===== config.mk =====
export PLATFORM = sky130hd
export DESIGN_NAME = tga_truecolor_stream_parser_unit
export DESIGN_NICKNAME = d
export VERILOG_FILES = /design/src/rtl/core/tga_pkg.sv /design/src/rtl/core/tga_truecolor_stream_parser_unit.sv /design/src/rtl/core/tga_front.sv /design/src/rtl/core/tga_cmd_fifo.sv /design/src/rtl/core/tga_back.sv
export VERILOG_INCLUDE_DIRS = /design/src /design/src/rtl/core
export SDC_FILE = /design/constraint.sdc
export NUM_CORES = 1
export LEC_CHECK = 0
export BUFFER_PORTS_ARGS = -buffer_cell sky130_fd_sc_hd__buf_2
export CAP_MARGIN = 10
export CORE_MARGIN = 4
export CORE_UTILIZATION = 50
export CTS_BUF_LIST = sky130_fd_sc_hd__clkbuf_8 sky130_fd_sc_hd__clkbuf_16
export DETAILED_ROUTE_END_ITERATION = 8
export GPL_TIMING_DRIVEN = 0
export PLACE_DENSITY = 0.79
export SLEW_MARGIN = 0
export SYNTH_ARGS = -nofsm -noshare
export SYNTH_HDL_FRONTEND = slang
export SYNTH_HIERARCHICAL = 1
export SYNTH_SLANG_ARGS = --single-unit

===== constraint.sdc =====
create_clock -name clk -period 6.6 [get_ports clk]
set_input_delay 0.33 -clock clk [delete_from_list [all_inputs] [get_ports clk]]
set_output_delay 0.33 -clock clk [all_outputs]
set_load 0.02 [all_outputs]

===== src/rtl/core/tga_truecolor_stream_parser_unit_defines.svh =====
// assertion macros shared by the parser modules
`ifndef TGA_TRUECOLOR_STREAM_PARSER_UNIT_DEFINES_SVH
`define TGA_TRUECOLOR_STREAM_PARSER_UNIT_DEFINES_SVH

// same-cycle implication, checked out of reset
`define TGA_ASSERT_NOW(label, ante, cons, msg) \
    label: assert property (@(posedge clk) disable iff (!rst_n) (ante) |-> (cons)) \
        else $error(msg);

// next-cycle implication, checked out of reset
`define TGA_ASSERT_NEXT(label, ante, cons, msg) \
    label: assert property (@(posedge clk) disable iff (!rst_n) (ante) |=> (cons)) \
        else $error(msg);

`endif


===== src/rtl/core/tga_pkg.sv =====
package tga_pkg;

    // header layout
    localparam logic [4:0] HDR_LAST_IDX    = 5'd17;
    localparam logic [4:0] HDR_IDX_CMAP    = 5'd1;
    localparam logic [4:0] HDR_IDX_TYPE    = 5'd2;
    localparam logic [4:0] HDR_IDX_WIDTH_L = 5'd12;
    localparam logic [4:0] HDR_IDX_WIDTH_H = 5'd13;
    localparam logic [4:0] HDR_IDX_HEIGHT_L = 5'd14;
    localparam logic [4:0] HDR_IDX_HEIGHT_H = 5'd15;
    localparam logic [4:0] HDR_IDX_DEPTH   = 5'd16;
    localparam logic [4:0] HDR_IDX_IDLEN   = 5'd0;
    localparam logic [7:0] TYPE_TRUECOLOR  = 8'd2;

    // final status codes
    localparam logic [2:0] ST_OK        = 3'd0;
    localparam logic [2:0] ST_SHORT     = 3'd1;
    localparam logic [2:0] ST_BAD_FIELD = 3'd2;
    localparam logic [2:0] ST_ZERO_DIM  = 3'd3;
    localparam logic [2:0] ST_TRUNC     = 3'd4;

    // command queue between front and back
    localparam int FIFO_DEPTH = 4;
    localparam int FIFO_AW    = 2;
    localparam int FIFO_CW    = 3;

    // pixel byte counter width
    localparam int PIX_CW = 38;

    typedef struct packed {
        logic [7:0] data_byte;
        logic       end_of_file;
    } in_t;

    typedef struct packed {
        logic        pixel_valid;
        logic [7:0]  pixel_byte;
        logic        done_res;
        logic [2:0]  status;
        logic [15:0] image_width;
        logic [15:0] image_height;
        logic [7:0]  bits_per_pixel;
    } out_t;

    // classified request handed from front to back
    typedef struct packed {
        logic        pix;
        logic        done;
        logic        dims_ok;
        logic [7:0]  data_byte;
        logic [2:0]  status;
        logic [15:0] width;
        logic [15:0] height;
        logic [7:0]  depth;
    } cmd_t;

    // queue status seen by both ends
    typedef struct packed {
        logic full;
        logic empty;
    } fifo_stat_t;

endpackage


===== src/rtl/core/tga_truecolor_stream_parser_unit.sv =====
// channel   | ports                    | request taken when
// ----------+--------------------------+---------------------------
// input     | push, full, item         | push && !full
// result    | empty, pop, result       | pop && !empty
//
// one file byte per cycle is taken while full is low; a pixel byte or the
// last byte goes into the queue, then into the result register when that is free
// the pixel byte total comes from two registered multiplies during the last
// header bytes, so the header does not stall the input
// full rises only while the four-entry queue is full behind an unpopped result
// reset is asynchronous and active low; the last byte of a file restarts the parser
module tga_truecolor_stream_parser_unit (
    input  logic          clk,
    input  logic          rst_n,
    input  logic          push,
    output logic          full,
    input  tga_pkg::in_t  item,
    output logic          empty,
    input  logic          pop,
    output tga_pkg::out_t result
);
    import tga_pkg::*;

    logic       wr_en;
    logic       rd_en;
    cmd_t       wr_cmd;
    cmd_t       rd_cmd;
    fifo_stat_t stat;

    assign full = stat.full;

    // byte parser and classifier
    tga_front u_front (
        .clk   (clk),
        .rst_n (rst_n),
        .push  (push),
        .full  (stat.full),
        .item  (item),
        .wr_en (wr_en),
        .cmd   (wr_cmd)
    );

    // request queue
    tga_cmd_fifo u_fifo (
        .clk     (clk),
        .rst_n   (rst_n),
        .wr_en   (wr_en),
        .wr_data (wr_cmd),
        .rd_en   (rd_en),
        .rd_data (rd_cmd),
        .stat    (stat)
    );

    // result formatting and output register
    tga_back u_back (
        .clk    (clk),
        .rst_n  (rst_n),
        .stat   (stat),
        .cmd    (rd_cmd),
        .rd_en  (rd_en),
        .pop    (pop),
        .empty  (empty),
        .result (result)
    );

endmodule


===== src/rtl/core/tga_front.sv =====
`include "tga_truecolor_stream_parser_unit_defines.svh"

module tga_front (
    input  logic          clk,
    input  logic          rst_n,
    input  logic          push,
    input  logic          full,
    input  tga_pkg::in_t  item,
    output logic          wr_en,
    output tga_pkg::cmd_t cmd
);
    import tga_pkg::*;

    typedef enum logic [3:0] {
        PH_HEADER = 4'b0001,
        PH_SKIP   = 4'b0010,
        PH_PIXELS = 4'b0100,
        PH_IGNORE = 4'b1000
    } phase_t;

    phase_t              phase_reg, phase_next;
    logic [4:0]          hdr_idx_reg, hdr_idx_next;
    logic [7:0]          id_len_reg, id_len_next;
    logic [7:0]          skip_reg, skip_next;
    logic [15:0]         width_reg, width_next;
    logic [15:0]         height_reg, height_next;
    logic [7:0]          depth_reg, depth_next;
    logic                bad_reg, bad_next;
    logic [PIX_CW-1:0]   count_reg, count_next;
    logic [31:0]         wh_reg;
    logic [PIX_CW-1:0]   prod_reg;
    logic                accept;
    logic                pix;
    logic                last;
    logic [7:0]          b;
    logic                dims_zero;
    phase_t              after_id;
    logic [2:0]          status;
    logic                restarted;

    assign accept = push && !full;
    assign b      = item.data_byte;
    assign last   = item.end_of_file;

    // pixel byte total, settles during the last header bytes
    always_ff @(posedge clk)
    begin
        wh_reg   <= width_reg * height_reg;
        prod_reg <= {6'd0, wh_reg} * {33'd0, depth_reg[7:3]};
    end

    // parser next state
    always_comb
    begin
        phase_next   = phase_reg;
        hdr_idx_next = hdr_idx_reg;
        id_len_next  = id_len_reg;
        skip_next    = skip_reg;
        width_next   = width_reg;
        height_next  = height_reg;
        depth_next   = depth_reg;
        bad_next     = bad_reg;
        count_next   = count_reg;
        pix          = 1'b0;
        after_id     = PH_IGNORE;

        unique case (phase_reg)
            PH_HEADER:
            begin
                case (hdr_idx_reg)
                    HDR_IDX_IDLEN:    id_len_next = b;
                    HDR_IDX_CMAP:     if (b != 8'd0) bad_next = 1'b1;
                    HDR_IDX_TYPE:     if (b != TYPE_TRUECOLOR) bad_next = 1'b1;
                    HDR_IDX_WIDTH_L:  width_next[7:0] = b;
                    HDR_IDX_WIDTH_H:  width_next[15:8] = b;
                    HDR_IDX_HEIGHT_L: height_next[7:0] = b;
                    HDR_IDX_HEIGHT_H: height_next[15:8] = b;
                    HDR_IDX_DEPTH:
                    begin
                        depth_next = b;
                        if (b == 8'd0 || b[2:0] != 3'd0)
                            bad_next = 1'b1;
                    end
                    default: ;
                endcase
                hdr_idx_next = hdr_idx_reg + 5'd1;
                if (hdr_idx_reg == HDR_LAST_IDX)
                begin
                    // good header with nonzero dims always has pixel bytes
                    if (bad_next || width_reg == 16'd0 || height_reg == 16'd0)
                        after_id = PH_IGNORE;
                    else
                        after_id = PH_PIXELS;
                    if (id_len_reg != 8'd0)
                    begin
                        skip_next  = id_len_reg;
                        phase_next = PH_SKIP;
                    end
                    else
                    begin
                        phase_next = after_id;
                    end
                end
            end
            PH_SKIP:
            begin
                skip_next = skip_reg - 8'd1;
                if (bad_reg || width_reg == 16'd0 || height_reg == 16'd0)
                    after_id = PH_IGNORE;
                else
                    after_id = PH_PIXELS;
                if (skip_next == 8'd0)
                    phase_next = after_id;
            end
            PH_PIXELS:
            begin
                pix        = 1'b1;
                count_next = count_reg + PIX_CW'(1);
                if (count_next == prod_reg)
                    phase_next = PH_IGNORE;
            end
            PH_IGNORE: ;
            default:   phase_next = PH_HEADER;
        endcase
    end

    // final status, in precedence order
    assign dims_zero = (width_next == 16'd0) || (height_next == 16'd0);

    always_comb
    begin
        if (phase_next == PH_HEADER)
            status = ST_SHORT;
        else if (bad_next)
            status = ST_BAD_FIELD;
        else if (dims_zero)
            status = ST_ZERO_DIM;
        else if (phase_next == PH_SKIP || phase_next == PH_PIXELS)
            status = ST_TRUNC;
        else
            status = ST_OK;
    end

    // request toward the queue
    assign wr_en         = accept && (pix || last);
    assign cmd.pix       = pix;
    assign cmd.done      = last;
    assign cmd.dims_ok   = (phase_next != PH_HEADER);
    assign cmd.data_byte = b;
    assign cmd.status    = status;
    assign cmd.width     = width_next;
    assign cmd.height    = height_next;
    assign cmd.depth     = depth_next;

    // parser state, cleared again after the last byte of a file
    always_ff @(posedge clk or negedge rst_n)
    begin
        if (!rst_n)
        begin
            phase_reg   <= PH_HEADER;
            hdr_idx_reg <= '0;
            id_len_reg  <= '0;
            skip_reg    <= '0;
            width_reg   <= '0;
            height_reg  <= '0;
            depth_reg   <= '0;
            bad_reg     <= 1'b0;
            count_reg   <= '0;
        end
        else if (accept)
        begin
            if (last)
            begin
                phase_reg   <= PH_HEADER;
                hdr_idx_reg <= '0;
                id_len_reg  <= '0;
                skip_reg    <= '0;
                width_reg   <= '0;
                height_reg  <= '0;
                depth_reg   <= '0;
                bad_reg     <= 1'b0;
                count_reg   <= '0;
            end
            else
            begin
                phase_reg   <= phase_next;
                hdr_idx_reg <= hdr_idx_next;
                id_len_reg  <= id_len_next;
                skip_reg    <= skip_next;
                width_reg   <= width_next;
                height_reg  <= height_next;
                depth_reg   <= depth_next;
                bad_reg     <= bad_next;
                count_reg   <= count_next;
            end
        end
    end

    // parser sits at the first header byte
    assign restarted = (phase_reg == PH_HEADER) && (hdr_idx_reg == 5'd0);

    // checks
    `TGA_ASSERT_NEXT(a_eof_restart, accept && last, restarted, "parser did not restart")
    `TGA_ASSERT_NOW(a_pix_range, phase_reg == PH_PIXELS, count_reg < prod_reg, "count past size")

endmodule


===== src/rtl/core/tga_cmd_fifo.sv =====
`include "tga_truecolor_stream_parser_unit_defines.svh"

module tga_cmd_fifo (
    input  logic                clk,
    input  logic                rst_n,
    input  logic                wr_en,
    input  tga_pkg::cmd_t       wr_data,
    input  logic                rd_en,
    output tga_pkg::cmd_t       rd_data,
    output tga_pkg::fifo_stat_t stat
);
    import tga_pkg::*;

    cmd_t               mem_reg [FIFO_DEPTH];
    logic [FIFO_AW-1:0] wr_ptr_reg;
    logic [FIFO_AW-1:0] rd_ptr_reg;
    logic [FIFO_CW-1:0] count_reg;
    logic [FIFO_CW-1:0] cnt_inc;
    logic [FIFO_CW-1:0] cnt_dec;
    logic               do_wr;
    logic               do_rd;

    assign stat.full  = (count_reg == FIFO_CW'(FIFO_DEPTH));
    assign stat.empty = (count_reg == '0);
    assign do_wr      = wr_en && !stat.full;
    assign do_rd      = rd_en && !stat.empty;
    assign rd_data    = mem_reg[rd_ptr_reg];
    assign cnt_inc    = count_reg + FIFO_CW'(1);
    assign cnt_dec    = count_reg - FIFO_CW'(1);

    // storage
    always_ff @(posedge clk)
    begin
        if (do_wr)
            mem_reg[wr_ptr_reg] <= wr_data;
    end

    // pointers and fill level
    always_ff @(posedge clk or negedge rst_n)
    begin
        if (!rst_n)
        begin
            wr_ptr_reg <= '0;
            rd_ptr_reg <= '0;
            count_reg  <= '0;
        end
        else
        begin
            if (do_wr)
                wr_ptr_reg <= wr_ptr_reg + FIFO_AW'(1);
            if (do_rd)
                rd_ptr_reg <= rd_ptr_reg + FIFO_AW'(1);
            if (do_wr && !do_rd)
                count_reg <= cnt_inc;
            else if (do_rd && !do_wr)
                count_reg <= cnt_dec;
        end
    end

    // checks
    `TGA_ASSERT_NOW(a_count_bound, 1'b1, count_reg <= FIFO_CW'(FIFO_DEPTH), "queue overfilled")
    `TGA_ASSERT_NEXT(a_count_up, do_wr && !do_rd, count_reg == $past(cnt_inc), "missed write")
    `TGA_ASSERT_NEXT(a_count_down, do_rd && !do_wr, count_reg == $past(cnt_dec), "missed read")

endmodule


===== src/rtl/core/tga_back.sv =====
module tga_back (
    input  logic                clk,
    input  logic                rst_n,
    input  tga_pkg::fifo_stat_t stat,
    input  tga_pkg::cmd_t       cmd,
    output logic                rd_en,
    input  logic                pop,
    output logic                empty,
    output tga_pkg::out_t       result
);
    import tga_pkg::*;

    logic valid_reg;
    out_t data_reg, data_next;

    // refill the result register when it is free or being taken
    assign rd_en  = !stat.empty && (!valid_reg || pop);
    assign empty  = !valid_reg;
    assign result = data_reg;

    // format a request into a result, zeroing fields that do not apply
    always_comb
    begin
        data_next.pixel_valid    = cmd.pix;
        data_next.pixel_byte     = cmd.pix ? cmd.data_byte : 8'd0;
        data_next.done_res       = cmd.done;
        data_next.status         = cmd.done ? cmd.status : ST_OK;
        data_next.image_width    = (cmd.done && cmd.dims_ok) ? cmd.width : 16'd0;
        data_next.image_height   = (cmd.done && cmd.dims_ok) ? cmd.height : 16'd0;
        data_next.bits_per_pixel = (cmd.done && cmd.dims_ok) ? cmd.depth : 8'd0;
    end

    // result payload
    always_ff @(posedge clk)
    begin
        if (rd_en)
            data_reg <= data_next;
    end

    // result occupancy
    always_ff @(posedge clk or negedge rst_n)
    begin
        if (!rst_n)
            valid_reg <= 1'b0;
        else if (rd_en)
            valid_reg <= 1'b1;
        else if (pop)
            valid_reg <= 1'b0;
    end

endmodule

# == Word-level counts from Yosys, hierarchy flattened ==
# Memory sizes are Yosys's and may differ from the RTL's.
# Cells that the tools add are included.
# totals
reg_bits,234
ram_bits,216
in_bits,13
output_inout_bits,55
elab_cells,144
n_memories,1
# classes
add_sub_neg,7
mul,2
n_eq_ne,21
muxes,48
n_reduce_logical,43
# memory_table
name,depth,word_bits,read_ports,rd_clocked_by_memory_dff,write_ports,line_no,text
u_fifo.mem_reg,4,54,1,0,1,tga_cmd_fifo.sv:14,cmd_t mem_reg [FIFO_DEPTH];
# ops
cell,n
$mux W8,13
$mux W38,2
$logic_not A16 Y1,4
$mux W16,4
$add A38 B1 Y38 const B,1
$eq A38 B37 Y1,1
$mul A32 B5 Y37,1
$mul A16 B16 Y32,1
$mux W4,7
$eq A5 B4 Y1 const B,4
$mux W3,6
$logic_not A8 Y1,2
$pmux W4 S4,1
$pmux W8 S2,1
$reduce_bool A8 Y1,2
$mux W1,11
$eq A5 B5 Y1 const B,2
$mux W5,2
$reduce_bool A2 Y1,5
$logic_or A1 B1 Y1,9
$eq A4 B1 Y1 const B,2
$eq A4 B2 Y1 const B,2
$eq A4 B3 Y1 const B,2
$logic_and A1 B1 Y1,8
20 further kinds,28

# == Logic depth before layout (Yosys ltp) ==
# logic_depth
ltp_word,17
depth_mapped,24

# == By module ==
# The synthesis kept the hierarchy.
# modules_own_cells
mod,n_inst,cells_per_inst,area_each_um2,seq_area_each_um2
tga_front,1,2391,21354.2,3985.1
tga_cmd_fifo,1,318,8211.6,6661.4
tga_back,1,117,2031.9,1616.6

# == Worst setup path after synthesis ==
# No wires, ideal clock.
# synth_timing
kind,register -> register
from,register u_front.height_reg[7]
to,register u_front.wh_reg[31]
t_arrival_ns,6.295
required_time_ns,6.528
setup_slack_ns,0.233
stages_incl_launch_ff,25
n_path_buf,2
path_cell_list,dfrtp_1 clkbuf_1 clkbuf_1 nand2_1 fa_1 inv_1 fa_1 inv_1 fa_1 inv_1 fa_1 fa_1 inv_1 fa_1 inv_1 ha_1 a21oi_1 nand2b_1 a211oi_1 o31ai_1 a221o_1 a31o_2 a221o_1 a21oi_1 xnor2_1
# synth_between
elab_chain_len,1
# synth_lines
element,line_no,text
"start, declared",tga_front.sv:26,"logic [15:0] height_reg, height_next;"
"start signal, assigned",tga_front.sv:191,height_reg <= height_next;
$mul A16 B16 Y32,tga_front.sv:48,wh_reg <= width_reg * height_reg;
"end signal, assigned",tga_front.sv:48,
"end, declared",tga_front.sv:30,logic [31:0] wh_reg;
# No other way between the ends.
# A chain may end at the register's enable or synchronous reset.

# == Worst setup path after layout ==
# layout_timing
from,register u_front.width_reg[11]
to,register u_front.wh_reg[31]
# layout_between
elab_chain_len,1
# layout_lines
element,line_no,text
"start, declared",tga_front.sv:25,"logic [15:0] width_reg, width_next;"
"start signal, assigned",tga_front.sv:190,width_reg <= width_next;
$mul A16 B16 Y32,tga_front.sv:48,
# No other way between the ends.

==> metrics.yaml <==
final_common_cell: "inv_1"
synth.top_cells.by_area: "edfxtp_1 (26%), fa_1 (18%), dfrtp_1 (8.8%)"
nFillCells: 5066
final_cell_mix: "inv_1 (346), nand2_1 (299), fa_1 (285)"
max_freq_ghz: 0.153
largest_register_ffs: 216
critical_path_class: "flip-flop to flip-flop"
grt_overflow: 0
yosysSeqAreaShare_pct: 38.8
drt_wl_total_mm: 75.3
nNetsFinal: 3423
stdcell_count: 3839
die_area_um2: 67300
fp.dieH_um: 259
worstPathArrival_ps: 7040
cts_sinks: 450
grt_max_degree: 95
timing.final.ws_setup_ps: 59.7
status: "complete, no violations"
crit_buf_inv: 6
holdWs_ps: 112
synth_area_um2: 31600
wl_per_cell_um: 19.6
r2r_start: "u_front/width_reg[11]$_DFFE_PN0P_"
antenna_found_initial: 0
area_growth_pct: 11.0
syn_inst: 2826
numCtsBuffers: 48
setup_violations: 0
place_congestion: 0.909
ys.warnings.count: 6
synth_largest_area_cell: "edfxtp_1"
path_cells: "clkbuf_8, and2_1, fa_1, inv_1, fa_1, inv_1, fa_1, fa_1, fa_1, inv_1, fa_1, inv_1, ha_2, a21oi_1, o21ai_2, a211oi_2, buf_4, o31ai_2, a221o_1, a31o_2, a221o_1, a21oi_2, xnor2_2"
dp_hpwl_mm: 55.4
cp-end-kind: "flip-flop"
crit_path_top_delay_cell: "fa_1"
grt_pass1_vias: 22300
finalInstanceArea_um2: 35100
grt_pass1_wl_mm: 120
placementRows: 91
rsz0062_at_grt: "yes"
crit_family: "adder cells"
num_io_pins: 68
cts_tree: "yes"
max_stage_delay_ps: 520
antenna_left: 0
post-place-ws_ps: -937
period_share_pct: 99.1
via_per_inst: 5.75
max-cap-violations: 0
worstMarginPinSlew_ps: 1060
ys_dominant_reg_cell: "edfxtp_1"
cellPowerDensity_nw_per_um2: 235
die_w_um: 259
place_inst: 3730
cts_root_buffer: "clkbuf_16"
yosysTopAreaCellShare_pct: 25.6
synth_edf_count: 269
crit_path_start_kind: "flip-flop"
ir_worst_vdd_mv: 0.229
leakage_nw: 15.9
synth_nets: 3286
grt_use_total_pct: 22.4
final.setup.tns_ps: 0
crit_start: "u_front/width_reg[11]$_DFFE_PN0P_"
worstPathMaxFanout: 10
initial_core_util_pct: 50.8
hold_start: "item[2]"
num_vias: 22100
clk_latency_ps: 590
hold_viol: 0
htree_levels: 2
synthArstFlopShare_pct: 24.9
syn_area_per_cell_um2: 11.2
drt_iter0_drc: 1875
clockBufferDepth: 3
ys_seq_elements: 450
maxSlewHeadroom_pct: 28.5
maxSlewViolCount: 0
power_mw: 8.26
drive_gt1_share_pct: 14.9
core_region_area_um2: 62200
drc: 0
place_area_um2: 33000
cp_common_cell: "fa_1"
required_ps: 7100
post-route-util_pct: 56.4
holdCritPathClass: "input port to flip-flop"
path_clk_slew_ps: 60
clock_skew_ps: 12.6
firstDrtPassIters: 8
port_buffers: 65
min_period_ps: 6540
synth_cell_types: 75
[synth_stat cells (all sizes together), types with 10 or more instances]
cell type,instances
nor3,23
dfrtp,111
nor2,75
or3,10
dfxtp,69
and3,57
clkbuf,126
a31oi,13
o211ai,12
mux4,54
ha,162
nand4,34
a21o,25
and2,214
nand2,299
a22o,47
o31ai,17
xnor2,86
inv,334
fa,285
nand2b,13
buf,36
and4,10
nand3,31
edfxtp,269
a21oi,93
o21ai,111
xor2,37
nor4,27
mux2,38
[path summary, 6_finish.rpt]
kind	to	slack, ps	depth (start not counted)
setup / recovery	u_front/wh_reg[31]$_DFF_P_	60	23
hold / removal	u_fifo/mem_reg[0][44]$_DFFE_PP_	110	2
setup reg to reg	u_front/wh_reg[31]$_DFF_P_	60	23
hold reg to reg	u_fifo/count_reg[2]$_DFFE_PN0P_	480	1
max in group asynchronous	u_front/count_reg[21]$_DFFE_PN0P_	5610	3
min in group asynchronous	u_front/count_reg[36]$_DFFE_PN0P_	180	2
[report_power, final]
part	internal [mW]	total, mW	switching, mW
sequential	3.45	3.63	0.179
combinational	0.798	2.02	1.22
clock	1.50	2.61	1.11
[timing repair]
action,in CTS,in global routing
endpoints found under the setup margin,10,6
setup buffers,3,42
pin swaps,2,7
hold endpoints to repair,51,0
gates resized for setup,76,43
hold buffers,4,0
[per-layer routing]
layer  up-vias  track usage, %  wire, µm
met4         0            8.72      2840
met5         -               0         0
met2       978            36.2     35700
met1     11000            29.8     30000
li1       9855               -         -
met3       190            4.83      6700
[cell families (layout without fill, tap and decap cells)]
family	Yosys count	count (layout)	synth area share (%)
XOR/XNOR	124	124	3.48
flip-flops	450	450	38.8
multiplexers	98	98	5.39
buffers and inverters	496	671	6.28
other	0	1	0
AND/OR/NAND/NOR	830	830	13.8
adder cells (fa/ha/maj)	447	447	24.5
AO/OA/AOI/OAI	381	381	7.75
[cell type report]
class | count | area (µm²) | share of cell area (%)
buffer | 133 | 733 | 2.09
antenna | 1 | 2.50 | 0.00713
timing repair buffer | 116 | 754 | 2.15
inverter | 334 | 1250 | 3.57
multi-input combinational | 1880 | 17400 | 49.7
tap | 837 | 1050 | 2.99
clock inverter | 35 | 275 | 0.785
clock buffer | 53 | 1270 | 3.62
sequential | 450 | 12300 | 35.1
(Power assumes the default switching activity.)
